===== config.mk =====
export PLATFORM = sky130hd
export DESIGN_NAME = chroma_keyed_alpha_blend_flat
export DESIGN_NICKNAME = d
export VERILOG_FILES = /design/src/hdl/ckab_pkg.sv /design/src/hdl/ckab_if.sv /design/src/hdl/ckab_key_stats.sv /design/src/hdl/ckab_div.sv /design/src/hdl/chroma_keyed_alpha_blend.sv /design/src/flat_wrapper.sv
export SDC_FILE = /design/constraint.sdc
export NUM_CORES = 1
export LEC_CHECK = 0
export BUFFER_PORTS_ARGS = -buffer_cell sky130_fd_sc_hd__buf_2
export CORE_MARGIN = 1
export CORE_UTILIZATION = 35
export DETAILED_ROUTE_END_ITERATION = 10
export PLACE_DENSITY = 0.51
export SYNTH_ARGS = -nofsm -noshare
export SYNTH_HDL_FRONTEND = slang
export SYNTH_HIERARCHICAL = 1
export SYNTH_SLANG_ARGS = --single-unit

===== constraint.sdc =====
create_clock -name i_clk -period 7.7 [get_ports i_clk]
set_input_delay 1.54 -clock i_clk [delete_from_list [all_inputs] [get_ports i_clk]]
set_output_delay 1.54 -clock i_clk [all_outputs]
set_load 0.1 [all_outputs]

===== src/hdl/ckab_pkg.sv =====
`timescale 1ns / 1ps
// ----------------------------------------------------------------------------
// ckab_pkg: shared types and constants
// Types, request codes and the key helper for the chroma keyed alpha blend.
// ----------------------------------------------------------------------------
package ckab_pkg;

    localparam int BYTE_W    = 8;
    localparam int PROD_W    = 2 * BYTE_W;
    localparam int DIV_STEPS = BYTE_W;
    localparam int CNT_W     = $clog2(DIV_STEPS);

    typedef logic [BYTE_W-1:0] t_byte;
    typedef logic [PROD_W-1:0] t_prod;
    typedef logic [CNT_W-1:0]  t_cnt;

    localparam logic REQ_MEASURE = 1'b0;
    localparam logic REQ_BLEND   = 1'b1;

    localparam t_byte KEY_NIB_MASK = 8'hF0;
    localparam t_byte FULL_SCALE   = 8'd255;
    localparam t_byte KEY_MIN_INIT = 8'd255;
    localparam t_byte KEY_MAX_INIT = 8'd0;

    // key update request to the statistics unit
    typedef struct packed {
        logic  en;
        logic  first;
        t_byte key;
    } t_key_upd;

    // measured key range
    typedef struct packed {
        t_byte kmin;
        t_byte kmax;
    } t_key_range;

    // high nibble of channel 1 over high nibble of channel 2
    function automatic t_byte make_key(input t_byte c1, input t_byte c2);
        t_byte hi;
        t_byte lo;
        hi = c1 & KEY_NIB_MASK;
        lo = (c2 & KEY_NIB_MASK) >> 4;
        return hi | lo;
    endfunction

endpackage


===== src/hdl/ckab_if.sv =====
`timescale 1ns / 1ps
// ----------------------------------------------------------------------------
// ckab_if: stream channels
// Valid/ready channels for request beats and result beats.
// ----------------------------------------------------------------------------
interface ckab_in_if;
    logic       valid;
    logic       ready;
    logic       req_type;
    logic       first_pixel;
    logic [7:0] fg_ch0;
    logic [7:0] fg_ch1;
    logic [7:0] fg_ch2;
    logic [7:0] bg_ch0;
    logic [7:0] bg_ch1;
    logic [7:0] bg_ch2;

    modport source (
        output valid, req_type, first_pixel,
        output fg_ch0, fg_ch1, fg_ch2, bg_ch0, bg_ch1, bg_ch2,
        input  ready
    );
    modport sink (
        input  valid, req_type, first_pixel,
        input  fg_ch0, fg_ch1, fg_ch2, bg_ch0, bg_ch1, bg_ch2,
        output ready
    );
endinterface

interface ckab_out_if;
    logic       valid;
    logic       ready;
    logic [7:0] out_ch0;
    logic [7:0] out_ch1;
    logic [7:0] out_ch2;
    logic [7:0] out_alpha;
    logic       flat_key;

    modport source (
        output valid, out_ch0, out_ch1, out_ch2, out_alpha, flat_key,
        input  ready
    );
    modport sink (
        input  valid, out_ch0, out_ch1, out_ch2, out_alpha, flat_key,
        output ready
    );
endinterface


===== src/hdl/ckab_key_stats.sv =====
`timescale 1ns / 1ps
// ----------------------------------------------------------------------------
// ckab_key_stats: key range tracker
// Running minimum and maximum of the key, restarted by the first pixel flag.
// ----------------------------------------------------------------------------
module ckab_key_stats (
    input  logic                 i_clk,
    input  logic                 i_rst_n,
    input  ckab_pkg::t_key_upd   i_upd,
    output ckab_pkg::t_key_range o_range
);
    import ckab_pkg::*;

    t_byte r_min;
    t_byte r_max;

    always_ff @(posedge i_clk) begin
        if (!i_rst_n) begin
            r_min <= KEY_MIN_INIT;
            r_max <= KEY_MAX_INIT;
        end else if (i_upd.en) begin
            if (i_upd.first) begin
                r_min <= i_upd.key;
                r_max <= i_upd.key;
            end else begin
                if (i_upd.key < r_min) begin
                    r_min <= i_upd.key;
                end
                if (i_upd.key > r_max) begin
                    r_max <= i_upd.key;
                end
            end
        end
    end

    assign o_range.kmin = r_min;
    assign o_range.kmax = r_max;

endmodule


===== src/hdl/ckab_div.sv =====
`timescale 1ns / 1ps
// ----------------------------------------------------------------------------
// ckab_div: bit-serial restoring divider
// One quotient bit per step; quotient must fit in one byte.
// ----------------------------------------------------------------------------
module ckab_div (
    input  logic            i_clk,
    input  logic            i_load,
    input  logic            i_step,
    input  ckab_pkg::t_prod i_num,
    input  ckab_pkg::t_byte i_den,
    output ckab_pkg::t_byte o_quo
);
    import ckab_pkg::*;

    t_byte               r_rem;
    t_byte               r_sh;    // numerator low bits out, quotient bits in
    t_byte               r_den;
    logic [BYTE_W:0]     rem_sh;
    logic [BYTE_W:0]     diff;
    logic                ge;

    assign rem_sh = {r_rem, r_sh[BYTE_W-1]};
    assign ge     = rem_sh >= {1'b0, r_den};
    assign diff   = rem_sh - {1'b0, r_den};

    always_ff @(posedge i_clk) begin
        if (i_load) begin
            r_rem <= i_num[PROD_W-1:BYTE_W];
            r_sh  <= i_num[BYTE_W-1:0];
            r_den <= i_den;
        end else if (i_step) begin
            r_rem <= ge ? diff[BYTE_W-1:0] : rem_sh[BYTE_W-1:0];
            r_sh  <= {r_sh[BYTE_W-2:0], ge};
        end
    end

    assign o_quo = r_sh;

endmodule


===== src/hdl/chroma_keyed_alpha_blend.sv =====
`timescale 1ns / 1ps
// ----------------------------------------------------------------------------
// chroma_keyed_alpha_blend: keyed alpha blend with min/max normalized key
// Measure pass tracks the key range, blend pass mixes foreground/background.
// ----------------------------------------------------------------------------
// usage:
//   i_in  carries request beats: req_type 0 measures the key of the
//         foreground pixel (first_pixel restarts min/max), req_type 1
//         blends one foreground/background pair
//   o_out carries one result beat per blend request, none per measure
// timing:
//   a measure beat is absorbed in the cycle it is accepted; the block is
//   ready again on the next cycle
//   a blend beat has its operands captured at accept, its 8x8 products
//   loaded into four bit-serial dividers (one quotient bit each per
//   cycle), then the result lands in the output register; input ready
//   returns as the result is loaded, so no new request is taken while
//   a blend beat is in flight
// reset:
//   synchronous active low; key min goes to 255, max to 0, output empty
// stall:
//   the output register holds a finished result while the sink stalls;
//   the next request is still taken and runs until its own result needs
//   the output register, where it waits
// ----------------------------------------------------------------------------
module chroma_keyed_alpha_blend (
    input  logic  i_clk,
    input  logic  i_rst_n,
    ckab_in_if.sink    i_in,
    ckab_out_if.source o_out
);
    import ckab_pkg::*;

    typedef enum logic [1:0] {
        S_IDLE,
        S_MUL,
        S_DIV,
        S_OUT
    } t_state;

    t_state     r_state;
    t_cnt       r_cnt;

    // operands captured at accept
    t_byte      r_wf;
    t_byte      r_wb;
    t_byte      r_d;
    logic       r_flat;
    t_byte      r_fg0, r_fg1, r_fg2;
    t_byte      r_bg0, r_bg1, r_bg2;

    // output register
    logic       r_ovalid;
    t_byte      r_och0, r_och1, r_och2, r_oalpha;
    logic       r_oflat;

    t_key_upd   key_upd;
    t_key_range key_rng;
    t_byte      key;
    t_byte      key_c;
    logic       accept;
    logic       out_free;

    t_prod      num0, num1, num2, num_a;
    t_byte      quo0, quo1, quo2, quo_a;
    logic       div_load;
    logic       div_step;

    assign key      = make_key(i_in.fg_ch1, i_in.fg_ch2);
    assign i_in.ready = (r_state == S_IDLE);
    assign accept   = i_in.valid && i_in.ready;
    assign out_free = !r_ovalid || o_out.ready;

    // measure beats update the range at accept
    assign key_upd.en    = accept && (i_in.req_type == REQ_MEASURE);
    assign key_upd.first = i_in.first_pixel;
    assign key_upd.key   = key;

    ckab_key_stats u_stats (
        .i_clk   (i_clk),
        .i_rst_n (i_rst_n),
        .i_upd   (key_upd),
        .o_range (key_rng)
    );

    // saturate the key into the measured range
    always_comb begin
        key_c = key;
        if (key < key_rng.kmin) begin
            key_c = key_rng.kmin;
        end
        if (key > key_rng.kmax) begin
            key_c = key_rng.kmax;
        end
    end

    // weighted sums; each stays below d*256 so the quotient fits a byte
    assign num0  = PROD_W'(r_wf * r_fg0) + PROD_W'(r_wb * r_bg0);
    assign num1  = PROD_W'(r_wf * r_fg1) + PROD_W'(r_wb * r_bg1);
    assign num2  = PROD_W'(r_wf * r_fg2) + PROD_W'(r_wb * r_bg2);
    assign num_a = PROD_W'(r_wf * FULL_SCALE);

    assign div_load = (r_state == S_MUL);
    assign div_step = (r_state == S_DIV);

    ckab_div u_div0 (.i_clk(i_clk), .i_load(div_load), .i_step(div_step),
                     .i_num(num0), .i_den(r_d), .o_quo(quo0));
    ckab_div u_div1 (.i_clk(i_clk), .i_load(div_load), .i_step(div_step),
                     .i_num(num1), .i_den(r_d), .o_quo(quo1));
    ckab_div u_div2 (.i_clk(i_clk), .i_load(div_load), .i_step(div_step),
                     .i_num(num2), .i_den(r_d), .o_quo(quo2));
    ckab_div u_diva (.i_clk(i_clk), .i_load(div_load), .i_step(div_step),
                     .i_num(num_a), .i_den(r_d), .o_quo(quo_a));

    // operand capture, no reset needed
    always_ff @(posedge i_clk) begin
        if (accept) begin
            r_wf   <= key_c - key_rng.kmin;
            r_wb   <= key_rng.kmax - key_c;
            r_d    <= key_rng.kmax - key_rng.kmin;
            r_flat <= key_rng.kmax <= key_rng.kmin;
            r_fg0  <= i_in.fg_ch0;
            r_fg1  <= i_in.fg_ch1;
            r_fg2  <= i_in.fg_ch2;
            r_bg0  <= i_in.bg_ch0;
            r_bg1  <= i_in.bg_ch1;
            r_bg2  <= i_in.bg_ch2;
        end
    end

    // sequencer and output register
    always_ff @(posedge i_clk) begin
        if (!i_rst_n) begin
            r_state  <= S_IDLE;
            r_cnt    <= '0;
            r_ovalid <= 1'b0;
        end else begin
            // a new result loading in the same cycle keeps valid high
            if (r_ovalid && o_out.ready && !((r_state == S_OUT) && out_free)) begin
                r_ovalid <= 1'b0;
            end
            case (r_state)
                S_IDLE: begin
                    if (accept && (i_in.req_type == REQ_BLEND)) begin
                        r_state <= S_MUL;
                    end
                end
                S_MUL: begin
                    r_cnt   <= '0;
                    r_state <= S_DIV;
                end
                S_DIV: begin
                    r_cnt <= r_cnt + 1'b1;
                    if (r_cnt == CNT_W'(DIV_STEPS - 1)) begin
                        r_state <= S_OUT;
                    end
                end
                S_OUT: begin
                    if (out_free) begin
                        r_ovalid <= 1'b1;
                        if (r_flat) begin
                            r_och0   <= r_bg0;
                            r_och1   <= r_bg1;
                            r_och2   <= r_bg2;
                            r_oalpha <= '0;
                        end else begin
                            r_och0   <= quo0;
                            r_och1   <= quo1;
                            r_och2   <= quo2;
                            r_oalpha <= quo_a;
                        end
                        r_oflat <= r_flat;
                        r_state <= S_IDLE;
                    end
                end
                default: begin
                    r_state <= S_IDLE;
                end
            endcase
        end
    end

    assign o_out.valid     = r_ovalid;
    assign o_out.out_ch0   = r_och0;
    assign o_out.out_ch1   = r_och1;
    assign o_out.out_ch2   = r_och2;
    assign o_out.out_alpha = r_oalpha;
    assign o_out.flat_key  = r_oflat;

endmodule

===== src/flat_wrapper.sv =====
// flat-port wrapper written by rule: the top's interface ports become plain ports
module chroma_keyed_alpha_blend_flat import ckab_pkg::*;
  (i_clk, i_rst_n, i_in_valid, i_in_req_type, i_in_first_pixel, i_in_fg_ch0, i_in_fg_ch1, i_in_fg_ch2, i_in_bg_ch0, i_in_bg_ch1, i_in_bg_ch2, i_in_ready, o_out_valid, o_out_out_ch0, o_out_out_ch1, o_out_out_ch2, o_out_out_alpha, o_out_flat_key, o_out_ready);
  ckab_in_if i_in_i ();
  ckab_out_if o_out_i ();
  input  logic i_clk;
  input  logic i_rst_n;
  input wire logic [$bits(i_in_i.valid)-1:0] i_in_valid;
  input wire logic [$bits(i_in_i.req_type)-1:0] i_in_req_type;
  input wire logic [$bits(i_in_i.first_pixel)-1:0] i_in_first_pixel;
  input wire logic [$bits(i_in_i.fg_ch0)-1:0] i_in_fg_ch0;
  input wire logic [$bits(i_in_i.fg_ch1)-1:0] i_in_fg_ch1;
  input wire logic [$bits(i_in_i.fg_ch2)-1:0] i_in_fg_ch2;
  input wire logic [$bits(i_in_i.bg_ch0)-1:0] i_in_bg_ch0;
  input wire logic [$bits(i_in_i.bg_ch1)-1:0] i_in_bg_ch1;
  input wire logic [$bits(i_in_i.bg_ch2)-1:0] i_in_bg_ch2;
  output wire logic [$bits(i_in_i.ready)-1:0] i_in_ready;
  output wire logic [$bits(o_out_i.valid)-1:0] o_out_valid;
  output wire logic [$bits(o_out_i.out_ch0)-1:0] o_out_out_ch0;
  output wire logic [$bits(o_out_i.out_ch1)-1:0] o_out_out_ch1;
  output wire logic [$bits(o_out_i.out_ch2)-1:0] o_out_out_ch2;
  output wire logic [$bits(o_out_i.out_alpha)-1:0] o_out_out_alpha;
  output wire logic [$bits(o_out_i.flat_key)-1:0] o_out_flat_key;
  input wire logic [$bits(o_out_i.ready)-1:0] o_out_ready;
  assign i_in_i.valid = i_in_valid;
  assign i_in_i.req_type = i_in_req_type;
  assign i_in_i.first_pixel = i_in_first_pixel;
  assign i_in_i.fg_ch0 = i_in_fg_ch0;
  assign i_in_i.fg_ch1 = i_in_fg_ch1;
  assign i_in_i.fg_ch2 = i_in_fg_ch2;
  assign i_in_i.bg_ch0 = i_in_bg_ch0;
  assign i_in_i.bg_ch1 = i_in_bg_ch1;
  assign i_in_i.bg_ch2 = i_in_bg_ch2;
  assign i_in_ready = i_in_i.ready;
  assign o_out_valid = o_out_i.valid;
  assign o_out_out_ch0 = o_out_i.out_ch0;
  assign o_out_out_ch1 = o_out_i.out_ch1;
  assign o_out_out_ch2 = o_out_i.out_ch2;
  assign o_out_out_alpha = o_out_i.out_alpha;
  assign o_out_flat_key = o_out_i.flat_key;
  assign o_out_i.ready = o_out_ready;
  chroma_keyed_alpha_blend u_core (.i_clk(i_clk), .i_rst_n(i_rst_n), .i_in(i_in_i), .o_out(o_out_i));
endmodule

==> impl_results.md <==
* Vias in the first global route at 19770
* Tmin final at 6654 ps
* Count leader, synth: inv_1
* Clock sinks at 224
* Final wirelength at 68920 um
* Synth top area cells: fa_1 24%, edfxtp_1 23%, ha_1 15%, inv_1 7.7%, and2_1 6.1%
* R2R cell count at 21
* Vias at 18610
* First-pass GRT wire length at 110300 um
* FF+latch area at 6506 um2
* Syn. warnings at 6
* Layout cells sized above 1 at 8.947%
* Relative slew slack at 32.49%
* FF+latch count, synth at 224
* Pin count of the biggest net entering global routing at 60
* Clock-pin slew on the worst setup and hold paths at 70 ps
* RSZ-0062 raised after global routing: false
* Crit path launch type: register
* Critical path class: reg2reg
* Mapped Avg Cell Area at around 10 um2
* Initial core utilization at 35.33%
* Core area at around 76000 um2
* Die H at 278.9 um
* Post-synth EDFFs at 202
* CP Capture Type: register
* Total CTS buffers at 29
* Non-filler cells, final at 3814
* Startpoint of the worst hold path: u_core/r_cnt[2]
* Iter 0 DRT Violations at 986
* Area Growth Syn to Fin at 9.820%
* Cell Area, Synth at 26830 um2
* Worst setup path startpoint: u_core/r_wb[5]
* DR WL/cell at 18.07 um
* Worst min-delay path category: reg2reg
* Hold Buf Count CTS at 0
* Full die area at 77780 um2
* Sum of negative setup slack at 0 ps
* Hpwl dp at ~54000 um
* Dominant cell type by area after synthesis: fa_1
* CP required at 8040 ps
* Post-CTS setup buffers at 0
* Filler instances at 7538
* Hold WS at just under 500 ps
* Critical path fanouts, max at 24
* Commonest cells in the netlist: 547 x inv_1, 325 x fa_1, 315 x ha_1, 262 x and2_1, 202 x edfxtp_1
* CTS resizes at 0
* Root buffer cell: clkbuf_16
* H-Tree Depth at 1
* Worst r2r src: u_core/r_wb[5]
* Async S/R FF share, synth at 0%
* GP Congestion at 0.8596
* # DRC at 0
* Top FF cell, synth: edfxtp_1
* Status: finished, final reports clean
* R2R setup slack at 1050 ps
* Grt total ovfl at 0
* Sequential share of the synthesized area at 24.25%
* Max Cap Violations at 0
* TritonCTS clock tree: done
* Dpl cells at 3759
* Synth top area share at 24.25%
* Mapped Cells at 2670
* Row count at ~100
* Footprint of the multi-input gates at around 18000 um2
* Slew Viols, Final at 0
* Final net count at 3454
* Post-Place Cell Area at 28560 um2
* Clock latency on the worst-skew pair at 600 ps
* Vias per cell at 4.879
* Gr usage total at 18.13%
* Die width at approximately 280 um
* Syn Nets at 3364
* Period utilization at 86.42%
* Worst-Margin Slew at roughly 1000 ps
* Unique masters post-synth at 64
* Arrival time worst endpoint at about 7000 ps
* Clock Tree Buf Depth at 3
* ANT nets after route at 0
* Drt first pass iters at 5
* PortBufs at between 80 and 90
* Antenna violations before repair at 6
* Clk_skew at 21.63 ps
* Setup Viol. Count Final at 0
* Final instance area at just under 30000 um2
* Reg-to-reg endpoint: u_core/u_div2/r_rem[7]
* Final hold vios at 0
* Hold EP: u_core/r_cnt[2]
* Hold path depth at 2
* I/O pin total at 89
* Maximum clock frequency at around 0.15 GHz
-- cells in the final DEF (no fill, tap or decap), types with 10 or more instances in the layout --
master / Yosys / final
nand2b_1: 21 / 21
o211ai_1: 15 / 15
buf_4: 0 / 22
nand3_1: 32 / 32
a21o_1: 18 / 18
xnor2_1: 59 / 59
and2_1: 262 / 261
fa_1: 325 / 325
a211oi_1: 10 / 10
a31oi_1: 25 / 25
inv_1: 547 / 547
edfxtp_1: 202 / 202
nor2_1: 91 / 90
o21ai_0: 80 / 80
a21oi_1: 48 / 48
nor2b_1: 50 / 50
xor2_1: 20 / 20
nor4_1: 13 / 13
o21a_1: 27 / 27
mux2_2: 56 / 56
buf_2: 1 / 88
ha_1: 315 / 314
mux2i_1: 27 / 27
nor3_1: 13 / 13
clkbuf_16: 0 / 29
dfxtp_1: 22 / 22
nand2_1: 201 / 201
-- layout make-up --
class / instances / share of cell area [%]
flip-flops and latches: 224 / 22.08
diodes: 1 / 0.008492
clock buffers: 34 / 2.526
repair buffers: 110 / 2.055
well taps: 1030 / 4.373
clock inverters: 20 / 0.5562
inverters: 547 / 6.968
multi-input cells: 1848 / 61.43
-- through the flow --
step / setup slack [ps] / util, %
after floorplan: 1582 / -
after global placement: 1194 / 37.60
after detailed placement: 1022 / 37.60
after CTS: 1040 / 38.80
after global routing: 710.7 / 38.80
final: 1046 / 38.80
-- critical path: stages (launching register included) --
cell      delay, ps
edfxtp_1        750
and2_1          350
fa_1            530
inv_1            50
fa_1            530
inv_1            50
fa_1            450
fa_1            420
fa_1            520
inv_1            50
fa_1            470
inv_1            40
ha_1            310
or2_2           310
a21boi_0        120
o21ai_0         130
o21ai_0         270
a311oi_1        420
xnor2_1         180
and2_1          200
a41oi_1         150
o21ai_0         110
-- layer usage --
layer  up-vias  global-route usage, %  wire length, um
li1       8844                      -                -
met1      9350                  25.20            32720
met2       308                  29.84            32120
met3       102                  1.958             2399
met4         4                  5.030             1659
met5         -                      0               22
-- how the worst max path moves through the flow --
stage | endpoint | slack, ps | cells after the start
2_1_floorplan | u_core/u_div2/r_rem[7] | 1580 | 21
3_3_place_gp | u_core/u_div2/r_rem[7] | 1190 | 21
3_5_place_dp | u_core/u_div2/r_rem[7] | 1020 | 21
4_1_cts | u_core/u_div2/r_rem[7] | 1040 | 21
5_1_grt | u_core/u_div2/r_rem[7] | 710 | 21
6_report | u_core/u_div2/r_rem[7] | 1050 | 21
-- logic make-up (layout without fill, tap and decap cells) --
group | count (synthesis) | count (layout) | synth area share (%)
flops | 224 | 224 | 24.25
fa+ha+maj | 640 | 640 | 38.93
mux | 83 | 83 | 3.357
xor+xnor | 79 | 79 | 2.579
buf+inv | 598 | 711 | 8.370
compound gates | 317 | 317 | 8.351
simple gates | 729 | 729 | 14.16
other cells | 0 | 1 | 0
Power is not shown: default switching activity piles up to over one toggle a cycle in this logic, so the estimate is an artifact.
